[src/hdl/tterm_pkg.sv]
// shared constants, types and helpers for the text terminal
`timescale 1ns / 1ps
package tterm_pkg;

  localparam int DEF_COLUMNS = 80;
  localparam int DEF_ROWS    = 25;

  localparam logic [7:0] GLYPH       = 8'd219;
  localparam logic [7:0] ESC_BYTE    = 8'h1b;
  localparam logic [7:0] SPACE       = 8'h20;
  localparam logic [7:0] RESET_COLOR = 8'h07;
  localparam logic [7:0] NUM_MAX     = 8'd255;
  localparam logic [7:0] CURSOR_NUM  = 8'd25;
  localparam logic [7:0] CLEAR_NUM   = 8'd2;

  localparam logic [7:0] CH_LF   = 8'h0a;
  localparam logic [7:0] CH_CR   = 8'h0d;
  localparam logic [7:0] CH_TAB  = 8'h09;
  localparam logic [7:0] CH_BS   = 8'h08;
  localparam logic [7:0] CH_LB   = 8'h5b;
  localparam logic [7:0] CH_QM   = 8'h3f;
  localparam logic [7:0] CH_SEMI = 8'h3b;
  localparam logic [7:0] CH_UH   = 8'h48;
  localparam logic [7:0] CH_LF_F = 8'h66;
  localparam logic [7:0] CH_UJ   = 8'h4a;
  localparam logic [7:0] CH_LL   = 8'h6c;
  localparam logic [7:0] CH_LH   = 8'h68;
  localparam logic [7:0] CH_0    = 8'h30;
  localparam logic [7:0] CH_9    = 8'h39;

  localparam logic [2:0] PH_IDLE   = 3'd0;
  localparam logic [2:0] PH_ESC    = 3'd1;
  localparam logic [2:0] PH_FIRST  = 3'd2;
  localparam logic [2:0] PH_SECOND = 3'd3;
  localparam logic [2:0] PH_PRIV   = 3'd4;

  localparam logic [2:0] REG_TEXT_COLOR = 3'd0;

  typedef struct packed {
    logic accept;
    logic put;
    logic ptr_zero;
    logic rd_item;
    logic load_read;
    logic copy_rd;
    logic copy_wr;
    logic fill_wr;
    logic fill_rst;
    logic out_load;
  } cmd_t;

  typedef struct packed {
    logic scroll;
    logic clear;
    logic copy_last;
    logic fill_last;
    logic out_busy;
    logic out_valid;
  } status_t;

  function automatic logic [7:0] add_digit(input logic [7:0] n, input logic [7:0] b);
    logic [11:0] v;
    v = 12'(n) * 12'd10 + 12'(b - CH_0);
    return (v > 12'(NUM_MAX)) ? NUM_MAX : v[7:0];
  endfunction

  function automatic logic is_digit(input logic [7:0] b);
    return (b >= CH_0) && (b <= CH_9);
  endfunction

endpackage

[src/hdl/tterm_ctrl.sv]
// sequencing state machine for the text terminal
`timescale 1ns / 1ps
module tterm_ctrl (
  input  logic              clk,
  input  logic              rst,
  input  logic              s_tvalid,
  output logic              s_tready,
  input  logic              in_mode,
  input  tterm_pkg::status_t st,
  output tterm_pkg::cmd_t    cmd
);

  localparam logic [3:0] ST_INIT = 4'd0;
  localparam logic [3:0] ST_IDLE = 4'd1;
  localparam logic [3:0] ST_PUT  = 4'd2;
  localparam logic [3:0] ST_RDI  = 4'd3;
  localparam logic [3:0] ST_RDW  = 4'd4;
  localparam logic [3:0] ST_CPR  = 4'd5;
  localparam logic [3:0] ST_CPW  = 4'd6;
  localparam logic [3:0] ST_FILL = 4'd7;
  localparam logic [3:0] ST_DONE = 4'd8;

  logic [3:0] state, state_next;

  always_comb begin
    cmd = '0;
    state_next = state;
    s_tready = 1'b0;
    case (state)
      ST_INIT: begin
        cmd.fill_rst = 1'b1;
        if (st.fill_last) state_next = ST_IDLE;
      end
      ST_IDLE: begin
        s_tready = 1'b1;
        if (s_tvalid) begin
          cmd.accept = 1'b1;
          state_next = in_mode ? ST_RDI : ST_PUT;
        end
      end
      ST_PUT: begin
        cmd.put = 1'b1;
        if (st.scroll) begin
          cmd.ptr_zero = 1'b1;
          state_next = ST_CPR;
        end else if (st.clear) begin
          cmd.ptr_zero = 1'b1;
          state_next = ST_FILL;
        end else begin
          state_next = ST_DONE;
        end
      end
      ST_RDI: begin
        cmd.rd_item = 1'b1;
        state_next = ST_RDW;
      end
      ST_RDW: begin
        cmd.load_read = 1'b1;
        state_next = ST_DONE;
      end
      ST_CPR: begin
        cmd.copy_rd = 1'b1;
        state_next = ST_CPW;
      end
      ST_CPW: begin
        cmd.copy_wr = 1'b1;
        state_next = st.copy_last ? ST_FILL : ST_CPR;
      end
      ST_FILL: begin
        cmd.fill_wr = 1'b1;
        if (st.fill_last) state_next = ST_DONE;
      end
      ST_DONE: begin
        if (!st.out_busy) begin
          cmd.out_load = 1'b1;
          state_next = ST_IDLE;
        end
      end
      default: begin
        state_next = ST_IDLE;
      end
    endcase
  end

  always_ff @(posedge clk) begin
    if (rst) begin
      state <= ST_INIT;
    end else begin
      state <= state_next;
    end
  end

  a_accept_leaves_idle: assert property (@(posedge clk) disable iff (rst)
    (s_tvalid && s_tready) |=> (state == ST_PUT || state == ST_RDI))
    else $error("accepted beat did not start work");
  a_copy_then_fill: assert property (@(posedge clk) disable iff (rst)
    (state == ST_CPW && st.copy_last) |=> (state == ST_FILL))
    else $error("scroll copy did not end in bottom row blanking");
  a_done_loads_out: assert property (@(posedge clk) disable iff (rst)
    (state == ST_DONE && !st.out_busy) |=> st.out_valid)
    else $error("result not presented");

endmodule

[config.mk]
export PLATFORM = sky130hd
export DESIGN_NAME = tterm_ctrl
export DESIGN_NICKNAME = d
export VERILOG_FILES = /design/src/hdl/tterm_pkg.sv /design/src/hdl/tterm_ctrl.sv
export SDC_FILE = /design/constraint.sdc
export NUM_CORES = 1
export LEC_CHECK = 0
export BUFFER_PORTS_ARGS = -buffer_cell sky130_fd_sc_hd__buf_4
export CAP_MARGIN = 20
export CORE_MARGIN = 8
export CORE_UTILIZATION = 23
export CTS_CLUSTER_SIZE = 28
export DETAILED_ROUTE_END_ITERATION = 8
export PLACE_DENSITY_LB_ADDON = 0.12
export SLEW_MARGIN = 20
export SYNTH_ARGS = -nofsm -noshare
export SYNTH_HDL_FRONTEND = slang
export SYNTH_SLANG_ARGS = --single-unit
[constraint.sdc]
create_clock -name clk -period 1.5 [get_ports clk]
set_input_delay 0.375 -clock clk [delete_from_list [all_inputs] [get_ports clk]]
set_output_delay 0.375 -clock clk [all_outputs]
set_load 0.02 [all_outputs]
---- Word level (Yosys, flattened, before mapping) ----
Cells that the tools add are included.
storage, ports and cells
  output and inout port bits .............. 11
  input bits .............................. 10
  logic and storage cells ................. 38
  register bits after elaboration ......... 4
cells by class
  mux-type cells .......................... 23
  eq/ne operators ......................... 12
  reduce and logical (&&, ||, !) cells .... 2
operator list
  cell                  count
  $pmux W4 S9           1
  $mux W4               6
  $eq A4 B3 Y1 const B  4
  $mux W1               14
  $eq A4 B2 Y1 const B  2
  $ne A2 B2 Y1 const B  4
  $eq A4 B1 Y1 const B  1
  $eq A4 B4 Y1 const B  1
  $logic_not A4 Y1      1
  $mux W2               2
  $reduce_and A4 Y1     1

---- Depth between registers and ports, before layout ----
  depth in word-level cells ............... 3
  mapped depth ............................ 6
  mapped depth without buffers ............ 4

---- Worst setup path after synthesis ----
No wires, ideal clock.
  kind .................................... register -> output
  from .................................... register state[0]
  to ...................................... output port cmd[9] in the netlist's numbering
  arrival time ............................ 1.457 ns
  cell stages (with the launch flop) ...... 6
  path slack .............................. -0.332 ns
  data required time ...................... 1.125 ns
  cell sequence ........................... dfxtp_1 buf_6 buf_4 nand2_1 nor3_1 and2_1
RTL lines
  what                    line              text
  start, declared         tterm_ctrl.sv:23  logic [3:0] state, state_next;
  start signal, assigned  tterm_ctrl.sv:89  state <= state_next;
  end, declared           tterm_ctrl.sv:10  output tterm_pkg::cmd_t cmd

==> results.tsv <==
stage	metric	value	unit
outcome	status	complete, but fails checks	
outcome	failing checks	negative setup slack	
yosys	Mapped Area	465	sq um
floorplan	die width	61.0	um
place	Final Wtd Congestion	0.740	
yosys	synthesized area per cell	8.17	sq um
sta	Final min period	1.61	ns
setup_path	Req. time, crit path	1.12	ns
sta	final max-slew violation count	0	
sta	hold slack	0.329	ns
floorplan	io pins	21	
floorplan	Die ar.	3720	sq um
sta	endpoints failing setup	5	
yosys	synthesized instance count	57	
yosys	Main synth FF type	dfxtp_1	
setup_path	slowest stage delay, CP	0.37	ns
pwr	Reg power frac	26.7	%
global_route	Global Route Usage Sum	8.11	%
floorplan	Chip Height	61.0	um
cts	worst skew pair latency	0.23	ns
pwr	Max VDD drop	334	uV
yosys	post-synthesis compound-gate area fraction	29.6	%
sta	Max-Slew Margin vs Limit	77.8	%
finish	nets@finish	102	
sta	Peak Freq	0.619	GHz
global_route	GRT met3 Usage	3.18	%
yosys	xor/xnor share of the synthesized area	1.88	%
setup_path	crit-path max FO	8	
pwr	combinational share of power	46.0	%
drt	DRC Markers	0	
global_route	largest net degree at the start of global routing	9	
pwr	clock share of power	27.3	%
setup_path	worst setup path class	flop to primary output	
sta	final hold viol count	0	
yosys	number of synthesized register bits	4	
drt	Vias	527	
sta	final setup skew	0.00116	ns
pwr	PwrDens	579	nW/um^2
setup_path	crit-path cells	buf_6, or2b_1, nor3_2, buf_4	
drt	DR iter-0 viols	8	
min_path	worst hold path class	primary input to flop	
cts	CTS tree	done	
setup_path	Worst setup SP type	flop	
drt	vias per inst	4.50	
yosys	simple logic cell fraction of the synthesized area	36.6	%
finish	max FFs per register	4	
setup_path	crit path buf inv count	2	
yosys	number of synthesized flops with an enable pin	0	
pwr	Pint	320	uW
cts	clock sinks	4	
yosys	Area contributors post-synth	dfxtp_1, buf_6, nor2_1, a221oi_4, nor3_1	
yosys	Async S/R FF share, synth	0	%
global_route	initial antenna violation count	0	
finish	share of cells above drive strength 1	65.6	%
yosys	Synth Warn #	0	
yosys	largest family of logic cells by synthesized area	simple AND/OR/NAND/NOR gates	
yosys	post-synthesis mux area share	0	%
cts	clock buffer depth	2	
yosys	Net Count, Synth	67	
cts	clk root buf	clkbuf_4	
drt	total routed wirelength	1390	um
yosys	adder-cell share of the synthesized area	0	%
finish	commonest non-fill, non-tap cells in the layout	buf_4, nor2_1, buf_6, dfxtp_4	
pwr	leak pwr	0.000358	uW
pwr	sw frac	33.1	%
drt	drt wl/cell	11.9	um
global_route	vias in the first global route	519	
drt	Final ANT Viol Nets	0	
place	IO buf count	19	
finish	area delta synth->final	77.4	%
global_route	M1 GR Usage	9.60	%
cts	Worst-path clk slew	0.03	ns
global_route	global routing's busiest layer	met2	
sta	unrepaired setup endpoints after global routing	yes	
pwr	Net Sw Power	159	uW
cts	hold buffer count at cts	0	
finish	Reg with most FFs	state	
global_route	grt met2 use	13.3	%
floorplan	area of the core	1940	sq um
finish	ANT cells	0	
finish	largest registers in the final layout	state (4)	
setup_path	critical path's top delay family	flip-flops	
place	HPWL Detailed	1050	um
setup_path	arrival time at the worst endpoint	1.24	ns
finish	commonest non-fill, non-tap cell in the layout	buf_4	
yosys	part of the Yosys area used for sequential elements	17.2	%
global_route	Overflow after GRT	0	
yosys	post-synth cell types	32	
cts	number of H-tree levels	1	
drt	Initial DRT Pass Iterations	3	
floorplan	Starting Density	24.0	%
sta	post-route setup TNS	-0.434	ns
setup_path	Slowest cell on crit path	dfxtp_4	
sta	fin crit share	108	%
yosys	top cell type's share of synthesized area	17.2	%
sta	worst-margin pin slew	0.333	ns
floorplan	row cnt	16	
global_route	first-pass GRT wire length	2290	um
yosys	leading area contributor after synthesis	dfxtp_1	
sta	Worst Slack Setup Final	-0.115	ns
cts	CTS buffer count	3	
setup_path	Critical Path Sink Type	primary output	
run	number of max-cap violations	0	
==> through the flow <==
| stage | utilization (%) | cells | total power [uW] | setup WS (ns) | area [sq um] |
|---|---|---|---|---|---|
| floorplan | - | 57 | 247 | -0.126 | 482 |
| global placement | 35.4 | 107 | 315 | -0.0148 | 688 |
| detailed placement | 35.4 | 107 | 314 | -0.0218 | 688 |
| CTS | 41.8 | 116 | 478 | -0.123 | 811 |
| global route | 42.5 | 117 | 512 | -0.156 | 826 |
| finish | 42.5 | 117 | 478 | -0.115 | 826 |
==> logic make-up (layout without fill, tap and decap cells) <==
| group | count (synthesis) | after routing |
|---|---|---|
| simple gates | 29 | 29 |
| compound gates | 14 | 14 |
| buf+inv | 9 | 42 |
| flops | 4 | 4 |
| xor+xnor | 1 | 1 |
==> worst reg2reg max path, delay by kind of cell, from the launching register on <==
kind	cells	cell delay, ns
AOI/OAI and AO/OA	2	0.39
buffers and inverters	3	0.39
and+or+nand+nor	1	0.21
DFF	1	0.37
==> metal layers <==
layer / vias up / share of wire [%] / wire length (um)
li1: 272 / - / -
met1: 243 / 46 / 633
met2: 12 / 50 / 696
met3: 0 / 4.4 / 61
met4: 0 / 0 / 0
met5: - / 0 / 0
==> cells in the mapped netlist (2+ instances only) <==
library cell,count
a21oi_1,2
buf_6,4
dfxtp_1,4
inv_1,3
nand2_1,2
nor2_1,8
nor3_1,5
nor4_1,3
o21ai_0,2
or2b_1,2
==> final timing paths <==
kind	from	endpoint	slack, ns	cells after the start
worst max-delay path	state[0]	cmd[5]	-0.11	4
worst min-delay path	rst	state[3]	0.33	2
worst max register to register	state[0]	state[0]	0.01	6
worst min register to register	state[3]	state[1]	0.63	2
==> timing repair <==
| item | in CTS | in global routing |
|---|---|---|
| endpoints found under the setup margin | 11 | 10 |
| setup buffers | 6 | 1 |
| resized for setup | 16 | 2 |
| pin swaps | 3 | 3 |
==> final cells by class <==
type / instances / area (sq um)
Fill cell: 211 / 1120
Multi-Input combinational cell: 44 / 365
Timing Repair Buffer: 36 / 298
Inverter: 3 / 11.3
Sequential cell: 4 / 95.1
Clock buffer: 3 / 22.5
Tap cell: 27 / 33.8
==> power by group through the flow <==
stage                     Clock, uW  Combinational (uW)  Sequential (uW)
after CTS                       138                 212              128
after detailed placement          0                 184              130
after floorplan                   0                 130              117
final                           131                 220              128
after global routing            146                 237              129
after global placement            0                 185              131
Power figures use the tool's default switching activity.
